### src/rtl/core/pcb_pkg.sv
// Package for the palette color blend block: channel and color types,
// palette geometry, request and register codes.
// No dependencies.
`default_nettype none

package pcb_pkg;

	localparam int unsigned CHAN_W  = 8;
	localparam int unsigned NCHAN   = 3;
	localparam int unsigned DEPTH   = 16;
	localparam int unsigned IDX_W   = 4;
	localparam int unsigned FRAC_W  = 8;
	localparam int unsigned MULT_W  = 9;
	localparam int unsigned PROD_W  = CHAN_W + MULT_W;

	localparam logic [CHAN_W-1:0] CHAN_MAX = 8'd255;

	typedef logic [CHAN_W-1:0] chan_t;
	// index 0 red, 1 green, 2 blue
	typedef chan_t [NCHAN-1:0] rgb_t;

	typedef enum logic {
		ACT_LOOKUP = 1'b0,
		ACT_WRITE  = 1'b1
	} action_t;

	typedef enum logic {
		REG_BLEND_ENABLE = 1'b0,
		REG_SCALE_FIXED  = 1'b1
	} reg_idx_t;

	typedef struct packed {
		logic             en;
		logic [IDX_W-1:0] slot;
		rgb_t             data;
	} pal_wr_t;

endpackage

`default_nettype wire

### src/rtl/core/pcb_palette.sv
// Palette store: 16 RGB entries, one write port, two registered read ports
// (entry and its wrapped neighbor). Entries read as zero until written.
// Depends on pcb_pkg.
`default_nettype none

module pcb_palette (
	input  wire logic              clk,
	input  wire logic              arst_n,
	input  wire pcb_pkg::pal_wr_t  wr,
	input  wire logic              rd_en,
	input  wire logic [pcb_pkg::IDX_W-1:0] rd_idx,
	output pcb_pkg::rgb_t          rd_a,
	output pcb_pkg::rgb_t          rd_b
);

	pcb_pkg::rgb_t               mem_q [pcb_pkg::DEPTH];
	logic [pcb_pkg::DEPTH-1:0]   valid_q;
	logic [pcb_pkg::IDX_W-1:0]   nx_idx;
	pcb_pkg::rgb_t               rd_a_q;
	pcb_pkg::rgb_t               rd_b_q;
	logic                        va_q;
	logic                        vb_q;

	assign nx_idx = rd_idx + 1'b1;

	always_ff @(posedge clk) begin
		if (wr.en) begin
			mem_q[wr.slot] <= wr.data;
		end
		if (rd_en) begin
			rd_a_q <= mem_q[rd_idx];
			rd_b_q <= mem_q[nx_idx];
		end
	end

	always_ff @(posedge clk or negedge arst_n) begin
		if (!arst_n) begin
			valid_q <= '0;
			va_q    <= 1'b0;
			vb_q    <= 1'b0;
		end else begin
			if (wr.en) begin
				valid_q[wr.slot] <= 1'b1;
			end
			if (rd_en) begin
				va_q <= valid_q[rd_idx];
				vb_q <= valid_q[nx_idx];
			end
		end
	end

	assign rd_a = va_q ? rd_a_q : '0;
	assign rd_b = vb_q ? rd_b_q : '0;

	a_wr_sets_valid: assert property (@(posedge clk) disable iff (!arst_n)
		wr.en |=> valid_q[$past(wr.slot)])
		else $error("palette entry not marked valid after write");

	a_rd_hold: assert property (@(posedge clk) disable iff (!arst_n)
		!rd_en |=> $stable(rd_a_q) && $stable(rd_b_q) && $stable(va_q) && $stable(vb_q))
		else $error("palette read data changed while stalled");

	a_nx_wrap: assert property (@(posedge clk) disable iff (!arst_n)
		rd_en && rd_idx == '1 |=> vb_q == $past(valid_q[0]))
		else $error("neighbor of last entry is not entry zero");

endmodule

`default_nettype wire

### src/rtl/core/palette_color_blend.sv
// Top level of the palette color blend block: stream ports, config
// registers and the five-stage lookup pipeline.
// Depends on pcb_pkg and pcb_palette.
//
//  channel  | handshake                | payload
//  ---------+--------------------------+-------------------------------------
//  s_axis   | s_axis_tvalid/tready     | tdata: color_index, brightness, slot,
//           |                          |   slot_red/green/blue; tuser: action
//  m_axis   | m_axis_tvalid/tready     | tdata: red_out, green_out, blue_out
//  cfg      | cfg_valid/cfg_ready      | cfg_index, cfg_data
//
// One request per cycle while m_axis is not stalled; a lookup result passes
// through palette read, two scale multiplies, blend sum, dim multiply, output.
// Palette writes take effect at accept and give no result.
// arst_n clears pipeline valids, palette valid bits and config to defaults.
// A stall on m_axis freezes every stage and drops s_axis_tready.
`default_nettype none

module palette_color_blend (
	input  wire logic        clk,
	input  wire logic        arst_n,
	input  wire logic        s_axis_tvalid,
	output logic             s_axis_tready,
	// [15:0] color_index, [23:16] brightness, [27:24] slot, [35:28] slot_red,
	// [43:36] slot_green, [51:44] slot_blue, [55:52] zero
	input  wire logic [55:0] s_axis_tdata,
	// [0] action
	input  wire logic        s_axis_tuser,
	output logic             m_axis_tvalid,
	input  wire logic        m_axis_tready,
	// [7:0] red_out, [15:8] green_out, [23:16] blue_out
	output logic [23:0]      m_axis_tdata,
	input  wire logic        cfg_valid,
	output logic             cfg_ready,
	input  wire logic        cfg_index,
	input  wire logic        cfg_data
);

	localparam int unsigned CW = pcb_pkg::CHAN_W;
	localparam int unsigned MW = pcb_pkg::MULT_W;
	localparam int unsigned PW = pcb_pkg::PROD_W;

	logic                          blend_enable_q;
	logic                          scale_fixed_q;
	logic                          adv;
	logic                          s_acc;
	logic                          is_lookup;
	logic [15:0]                   color_index;
	logic [pcb_pkg::FRAC_W-1:0]    frac_in;
	pcb_pkg::pal_wr_t              pal_wr;
	pcb_pkg::rgb_t                 a_s1;
	pcb_pkg::rgb_t                 b_s1;

	logic                          valid_s1, valid_s2, valid_s3, valid_s4, valid_s5;
	logic [pcb_pkg::FRAC_W-1:0]    frac_s1;
	logic                          blend_s1, blend_s2;
	pcb_pkg::chan_t                bri_s1, bri_s2, bri_s3, bri_s4;
	pcb_pkg::rgb_t                 a_s2, sa_s2, sb_s2;
	pcb_pkg::rgb_t                 c_s3, c_s4, sc_s4;
	pcb_pkg::rgb_t                 out_s5;

	logic [MW-1:0]                 ma, mb, md;
	pcb_pkg::rgb_t                 sa, sb, cb, sc, fin;
	logic [PW-1:0]                 pa [pcb_pkg::NCHAN];
	logic [PW-1:0]                 pb [pcb_pkg::NCHAN];
	logic [PW-1:0]                 pd [pcb_pkg::NCHAN];

	assign adv           = !valid_s5 || m_axis_tready;
	assign s_axis_tready = adv;
	assign s_acc         = s_axis_tvalid && adv;
	assign is_lookup     = (s_axis_tuser == pcb_pkg::ACT_LOOKUP);
	assign color_index   = s_axis_tdata[15:0];
	assign frac_in       = color_index[11:4];
	assign cfg_ready     = 1'b1;

	assign pal_wr.en   = s_acc && (s_axis_tuser == pcb_pkg::ACT_WRITE);
	assign pal_wr.slot = s_axis_tdata[27:24];
	assign pal_wr.data = s_axis_tdata[51:28];

	pcb_palette u_palette (
		.clk    (clk),
		.arst_n (arst_n),
		.wr     (pal_wr),
		.rd_en  (adv),
		.rd_idx (color_index[15:12]),
		.rd_a   (a_s1),
		.rd_b   (b_s1)
	);

	always_ff @(posedge clk or negedge arst_n) begin
		if (!arst_n) begin
			blend_enable_q <= 1'b1;
			scale_fixed_q  <= 1'b1;
		end else if (cfg_valid && cfg_ready) begin
			unique case (cfg_index)
				pcb_pkg::REG_BLEND_ENABLE: blend_enable_q <= cfg_data;
				pcb_pkg::REG_SCALE_FIXED:  scale_fixed_q  <= cfg_data;
				default:                   ;
			endcase
		end
	end

	always_ff @(posedge clk or negedge arst_n) begin
		if (!arst_n) begin
			valid_s1 <= 1'b0;
			valid_s2 <= 1'b0;
			valid_s3 <= 1'b0;
			valid_s4 <= 1'b0;
			valid_s5 <= 1'b0;
		end else if (adv) begin
			valid_s1 <= s_acc && is_lookup;
			valid_s2 <= valid_s1;
			valid_s3 <= valid_s2;
			valid_s4 <= valid_s3;
			valid_s5 <= valid_s4;
		end
	end

	// blend weights: scale8(a, 255-f) and scale8(b, f)
	always_comb begin
		ma = scale_fixed_q ? (MW'(256) - MW'(frac_s1)) : (MW'(255) - MW'(frac_s1));
		mb = scale_fixed_q ? (MW'(frac_s1) + MW'(1)) : MW'(frac_s1);
		for (int i = 0; i < pcb_pkg::NCHAN; i++) begin
			pa[i] = PW'(a_s1[i]) * PW'(ma);
			pb[i] = PW'(b_s1[i]) * PW'(mb);
			sa[i] = pa[i][2*CW-1:CW];
			sb[i] = pb[i][2*CW-1:CW];
		end
	end

	always_comb begin
		for (int i = 0; i < pcb_pkg::NCHAN; i++) begin
			cb[i] = blend_s2 ? (sa_s2[i] + sb_s2[i]) : a_s2[i];
		end
	end

	// dim factor: scale8(c, bri+1)
	always_comb begin
		md = scale_fixed_q ? (MW'(bri_s3) + MW'(2)) : (MW'(bri_s3) + MW'(1));
		for (int i = 0; i < pcb_pkg::NCHAN; i++) begin
			pd[i] = PW'(c_s3[i]) * PW'(md);
			sc[i] = pd[i][2*CW-1:CW];
		end
	end

	always_comb begin
		for (int i = 0; i < pcb_pkg::NCHAN; i++) begin
			priority if (bri_s4 == pcb_pkg::CHAN_MAX) begin
				fin[i] = c_s4[i];
			end else if (bri_s4 == '0 || c_s4[i] == '0) begin
				fin[i] = '0;
			end else begin
				fin[i] = sc_s4[i] + CW'(!scale_fixed_q);
			end
		end
	end

	always_ff @(posedge clk) begin
		if (adv) begin
			frac_s1  <= frac_in;
			bri_s1   <= s_axis_tdata[23:16];
			blend_s1 <= blend_enable_q && (frac_in != '0);

			a_s2     <= a_s1;
			sa_s2    <= sa;
			sb_s2    <= sb;
			blend_s2 <= blend_s1;
			bri_s2   <= bri_s1;

			c_s3     <= cb;
			bri_s3   <= bri_s2;

			c_s4     <= c_s3;
			sc_s4    <= sc;
			bri_s4   <= bri_s3;

			out_s5   <= fin;
		end
	end

	assign m_axis_tvalid = valid_s5;
	assign m_axis_tdata  = out_s5;

	a_write_no_result: assert property (@(posedge clk) disable iff (!arst_n)
		s_axis_tvalid && s_axis_tready && s_axis_tuser == pcb_pkg::ACT_WRITE |=> !valid_s1)
		else $error("palette write entered the lookup pipeline");

	a_lookup_enters: assert property (@(posedge clk) disable iff (!arst_n)
		s_axis_tvalid && s_axis_tready && s_axis_tuser == pcb_pkg::ACT_LOOKUP |=> valid_s1)
		else $error("accepted lookup lost at stage one");

	a_stall_freeze: assert property (@(posedge clk) disable iff (!arst_n)
		!adv |=> $stable({valid_s1, valid_s2, valid_s3, valid_s4}) && $stable(c_s4))
		else $error("pipeline moved during stall");

	a_black: assert property (@(posedge clk) disable iff (!arst_n)
		adv && valid_s4 && bri_s4 == '0 |=> m_axis_tvalid && m_axis_tdata == '0)
		else $error("zero brightness did not give black");

endmodule

`default_nettype wire

### config.mk
export PLATFORM = sky130hd
export DESIGN_NAME = palette_color_blend
export DESIGN_NICKNAME = d
export VERILOG_FILES = /design/src/rtl/core/pcb_pkg.sv /design/src/rtl/core/pcb_palette.sv /design/src/rtl/core/palette_color_blend.sv
export SDC_FILE = /design/constraint.sdc
export NUM_CORES = 2
export LEC_CHECK = 0
export ABC_AREA = 1
export BUFFER_PORTS_ARGS = -buffer_cell sky130_fd_sc_hd__buf_2
export CORE_ASPECT_RATIO = 0.8
export CORE_MARGIN = 1
export CORE_UTILIZATION = 70
export DETAILED_ROUTE_END_ITERATION = 10
export PLACE_DENSITY = 0.87
export SYNTH_ARGS = -nofsm -noshare
export SYNTH_HDL_FRONTEND = slang
export SYNTH_SLANG_ARGS = --single-unit
export TNS_END_PERCENT = 5
### constraint.sdc
create_clock -name clk -period 11.3 [get_ports clk]
set_input_delay 2.825 -clock clk [delete_from_list [all_inputs] [get_ports clk]]
set_output_delay 2.825 -clock clk [all_outputs]
set_load 0.005 [all_outputs]
Word-level counts from Yosys, hierarchy flattened
Memory sizes are Yosys's and may differ from the RTL's. A register that Yosys moved wholly into a read port is not among the register bits.
Cells that the tools add are included.
{"block": "op_classes", "add_sub_neg": 12, "multipliers": 9, "n_div": 0, "n_lt_le_gt_ge": 4, "n_eq_ne": 1, "shifts": 0, "n_mux": 22, "bitwise": 3, "reduce_logical": 18}
{"operator": "8-bit by 9-bit multiplier with 16-bit output", "count": 9}
{"operator": "8-bit two-way mux", "count": 9}
{"operator": "24-bit two-way mux", "count": 2}
{"operator": "8-bit logical NOT", "count": 4}
{"operator": "9-bit two-way mux", "count": 3}
{"operator": "8-bit by 1-bit adder with 8-bit output", "count": 3}
{"operator": "8-bit adder", "count": 3}
{"operator": "8-bit by 1-bit adder with 9-bit output (second input constant)", "count": 2}
{"operator": "16-bit OR", "count": 1}
{"operator": "4-bit by 5-bit less-than comparator with 1-bit output (second input constant)", "count": 3}
{"operator": "8-bit by 2-bit adder with 9-bit output (second input constant)", "count": 1}
{"operator": "8-bit by 8-bit subtractor with 9-bit output (first input constant)", "count": 1}
{"operator": "9-bit by 8-bit subtractor with 9-bit output (first input constant)", "count": 1}
{"operator": "1-bit binary-select mux with 4-bit select", "count": 2}
{"operator": "8-bit equality test (second input constant)", "count": 1}
{"operator": "8-bit nonzero test", "count": 1}
{"operator": "1-bit logical AND", "count": 5}
{"operator": "1-bit two-way mux", "count": 5}
{"operator": "4-bit by 1-bit adder with 4-bit output (second input constant)", "count": 1}
{"operator": "1-bit demux with 4-bit select", "count": 1}
{"operator": "4-bit by 1-bit >= comparator with 1-bit output (second input constant)", "count": 1}
{"operator": "1-bit logical OR", "count": 4}
{"operator": "2-bit AND reduction", "count": 2}
{"operator": "1-bit logical NOT", "count": 2}
{"operator": "1-bit inverter", "count": 2}
{"block": "totals", "register_bits": 235, "latchBits": 0, "ramBits": 384, "romBits": 0, "in_bits": 64, "output_inout_bits": 27, "word_cells": 108, "n_memories": 1}
{"memory": "u_palette.mem_q", "depth": 16, "width": 24, "rd": 2, "rd_ports_with_merged_regs": 2, "write_ports": 1, "line_no": "pcb_palette.sv:16", "rtl": "pcb_pkg::rgb_t mem_q [pcb_pkg::DEPTH];"}

Longest topological paths before layout
{"block": "depth", "word_depth": 6, "ltp_mapped": 29, "depth_no_buf": 27}

Modules after synthesis
A second synthesis with hierarchy kept.
{"block": "hier_totals", "cells_unflattened": 5764, "area_unflattened_um2": 51091.5}
{"module": "palette_color_blend", "n_inst": 1, "cells_per_inst": 3613, "area_per_inst_um2": 29585.9, "seq_area_each_um2": 6483.7}
{"module": "pcb_palette", "n_inst": 1, "cells_per_inst": 2151, "area_per_inst_um2": 21505.6, "seq_area_each_um2": 13422.9}

Worst setup path before layout
No wires, ideal clock.
{"block": "synth_path", "path_type": "input port to output port", "from": "input m_axis_tready", "to": "output s_axis_tready", "arrival_time_ns": 5.718, "required_ns": 8.475, "slack_ns": 2.757, "path_stages": 2, "n_path_buf": 0, "cell_sequence": "nor2_1 -> inv_2"}
{"block": "synth_between", "elab_chain_len": 1}
{"element": "from (decl)", "line_no": "palette_color_blend.sv:30", "rtl": "input wire logic m_axis_tready,"}
{"element": "1-bit logical OR", "line_no": "palette_color_blend.sv:68", "rtl": "assign adv = !valid_s5 || m_axis_tready;"}
{"element": "to (decl)", "line_no": "palette_color_blend.sv:23", "rtl": "output logic s_axis_tready,"}
Every way passes these cells.

Worst setup path after layout
Ends and elaborated chain as after synthesis.

==> metrics.txt <==
leading area contributor after synthesis=sky130_fd_sc_hd__edfxtp_1; share of the yosys chip area belonging to registers=0.3986; antenna viol nets, final=0; worst-margin pin slew=1312 ps; starting DRC count in detailed routing=5760; setup repair after global routing missed its margin=no; Final period util=0.6073; count of instances resized after the clock tree is built=0; number of CTS-inserted buffers=69; H-Tree Level Count=3; cell with the most instances on the worst path=sky130_fd_sc_hd__buf_2; max_slew headroom=0.1233; final worst path period need=6863 ps; cells along the critical path=buf_2 > nor2_1 > inv_8 > buf_2; Mapped Avg Cell Area=9.006 um^2; critical path peak fanout=76; most used cells in the layout excluding fill and tap cells=sky130_fd_sc_hd__nand2_1, sky130_fd_sc_hd__inv_1, sky130_fd_sc_hd__nor2_1; synth-to-layout area growth=6.343%; CP Capture Type=output pin; clock transition at the registers of the reported paths=60 ps; hold-fix buffers at CTS=0; remaining design rule violation count=0; number of pins exceeding their max-slew limit in the final report=0; post-layout net count=6265; count of buffers added by post-CTS timing repair for setup=0; clock skew=26.10 ps; post-DP HPWL=89.18 mm; Cells after Synth=5546; layout cell share with drive strength beyond 1=0.04757; effective utilization at floorplan=0.7081; CTS Buffer Depth=3; maximum achievable frequency=0.1457 GHz; chip height=240.9 um; number of global-route vias before repair=39.99k; wire length of the first global-routing pass=209.3 mm; final WL=132.7 mm; run status=finished, final reports clean; worst setup path class=primary input to output pin; Req. time, crit path=8480 ps; count of fill cells added during filler insertion=4575; initial antenna violation count=7; number of vias after detailed routing=40.67k; overall routing resource usage=0.3732; critical path arrival=4040 ps; cell at the root of the clock tree=sky130_fd_sc_hd__clkbuf_16; number of detailed-route iterations in the first pass=8; post-detailed-route via-to-cell ratio=6.246; weighted congestion reported at the end of routability-driven placement=0.9418; class of the most critical hold timing path=flop to flop; Setup crit start kind=primary input; insertion delay of the later-clocked pin in the worst-skew pair=650 ps; flip-flop and latch count after synthesis=667; critical-path cell with the highest stage delay=sky130_fd_sc_hd__nor2_1; Post-synth ARST share=0.03748; slowest stage delay, CP=450 ps; Setup TNS Final=0 ps; number of failing setup endpoints in the final timing report=0; largest net degree at the start of global routing=187; TritonCTS clock tree=done; main area contributors after synthesis=sky130_fd_sc_hd__edfxtp_1, sky130_fd_sc_hd__fa_1, sky130_fd_sc_hd__ha_1; clock sinks=667; core region area=0.07054 mm^2; area fraction of the dominant cell type after synthesis=0.3860; most common cell after layout, fill and taps aside=sky130_fd_sc_hd__nand2_1; GR Overflow Total=0; synth unique cells=52; std cell rows=87; top flip-flop cell by instance count after synthesis=sky130_fd_sc_hd__edfxtp_1; horizontal extent of the die=300.6 um; netlist area before placement=0.04995 mm^2; I/O pin total=91; net count after synthesis=6293; Fin. Hold Viols=0; Die Outline Area=0.07243 mm^2; port bufs=81; number of enable flip-flop cells after synthesis=642; warnings from Yosys=0; maximum capacitance violations=0; WL per Instance=20.38 um
[kinds of logic (layout without fill, tap and decap cells)]
family	after synthesis	count (layout)	share of synthesized area
buf+inv	1095	1120	0.08557
flops	667	667	0.3986
simple gates	1997	1997	0.1606
xor+xnor	69	69	0.01240
other cells	1	8	0.00007508
compound gates	1034	1034	0.1171
fa+ha+maj	683	683	0.2257
[state kept, by name (all words and copies together) (netlist names), 16 cells and up]
register           cells
m_axis_tdata          24
u_palette.rd_b_q      24
c_s3                  24
u_palette.mem_q      384
u_palette.valid_q     16
u_palette.rd_a_q      24
sc_s4                 24
sa_s2                 24
sb_s2                 24
c_s4                  24
a_s2                  24
[Yosys cell counts, types with 3 or more instances]
cell,n
sky130_fd_sc_hd__and2_1,12
sky130_fd_sc_hd__ha_1,320
sky130_fd_sc_hd__nand4_1,42
sky130_fd_sc_hd__xnor2_1,25
sky130_fd_sc_hd__clkinv_1,7
sky130_fd_sc_hd__nand2b_1,4
sky130_fd_sc_hd__o21bai_1,24
sky130_fd_sc_hd__o21a_1,8
sky130_fd_sc_hd__fa_1,363
sky130_fd_sc_hd__nand3_1,187
sky130_fd_sc_hd__or2_2,9
sky130_fd_sc_hd__and3_1,3
sky130_fd_sc_hd__o221ai_1,11
sky130_fd_sc_hd__buf_4,12
sky130_fd_sc_hd__buf_2,57
sky130_fd_sc_hd__nor3b_1,3
sky130_fd_sc_hd__a21o_1,14
sky130_fd_sc_hd__clkbuf_1,117
sky130_fd_sc_hd__o2111ai_1,31
sky130_fd_sc_hd__nand2_1,888
sky130_fd_sc_hd__o22ai_1,15
sky130_fd_sc_hd__o21ai_1,5
sky130_fd_sc_hd__edfxtp_1,642
sky130_fd_sc_hd__buf_1,19
sky130_fd_sc_hd__a31oi_1,13
sky130_fd_sc_hd__xor2_1,42
sky130_fd_sc_hd__o211ai_1,130
sky130_fd_sc_hd__inv_2,10
sky130_fd_sc_hd__a31o_2,3
sky130_fd_sc_hd__or2_1,3
sky130_fd_sc_hd__dfrtp_1,23
sky130_fd_sc_hd__o21ai_2,3
sky130_fd_sc_hd__inv_1,866
sky130_fd_sc_hd__a21oi_1,293
sky130_fd_sc_hd__nor4_1,5
sky130_fd_sc_hd__o21ai_0,477
sky130_fd_sc_hd__buf_6,6
sky130_fd_sc_hd__nor3_1,32
sky130_fd_sc_hd__nor2_1,796
sky130_fd_sc_hd__nand2_2,6
[worst max-delay path: cells and delay by family]
kind | cells | cell delay [ps]
buffers and inverters | 3 | 710
AND/OR/NAND/NOR | 1 | 450
[per-layer routing]
metal | up-vias | GRT usage | part of all wire
met1 | 19150 | 0.4907 | 0.37
met4 | 2 | 0.1930 | 0.054
met5 | - | 0 | 0.000098
met2 | 2795 | 0.5745 | 0.44
met3 | 492 | 0.09938 | 0.14
li1 | 18230 | - | -
[through the flow]
step | setup slack, ps | std cells | area, um^2 | utilization | hold slack [ps]
finish | 4437 | 6512 | 53110 | 0.7530 | 394.0
global route | 4337 | 6510 | 53110 | 0.7529 | 403.7
CTS | 4449 | 6505 | 53100 | 0.7527 | 400.3
detailed placement | 4454 | 6381 | 50980 | 0.7227 | 404.5
global placement | 4482 | 6381 | 50980 | 0.7227 | 400.5
floorplan | 2757 | 5546 | 49950 | - | 400.3
[final cells by class]
cell class / count / area (um^2) / area share
sequential: 667 / 19910 / 0.3748
antenna: 7 / 17.52 / 0.0003298
tap: 934 / 1169 / 0.02200
inverter: 884 / 3333 / 0.06275
clock buffer: 90 / 1827 / 0.03439
clock inverter: 34 / 291.5 / 0.005489
timing repair buffer: 112 / 650.6 / 0.01225
multi-input combinational: 3784 / 25920 / 0.4880
[final timing paths]
check                               from               endpoint  slack [ps]  cells past startpoint
hold reg to reg                bri_s1[4]              bri_s2[4]         390                      0
hold / removal                 bri_s1[4]              bri_s2[4]         390                      0
min in group asynchronous         arst_n  u_palette.valid_q[15]        2270                      1
setup reg to reg           scale_fixed_q              sb_s2[14]        4790                     18
setup / recovery           m_axis_tready          s_axis_tready        4440                      4
max in group asynchronous         arst_n         u_palette.va_q        8520                      1
Power is left out: the tool's default activity adds up to more than one toggle a clock period on the data nets, which glitch-free logic cannot reach.
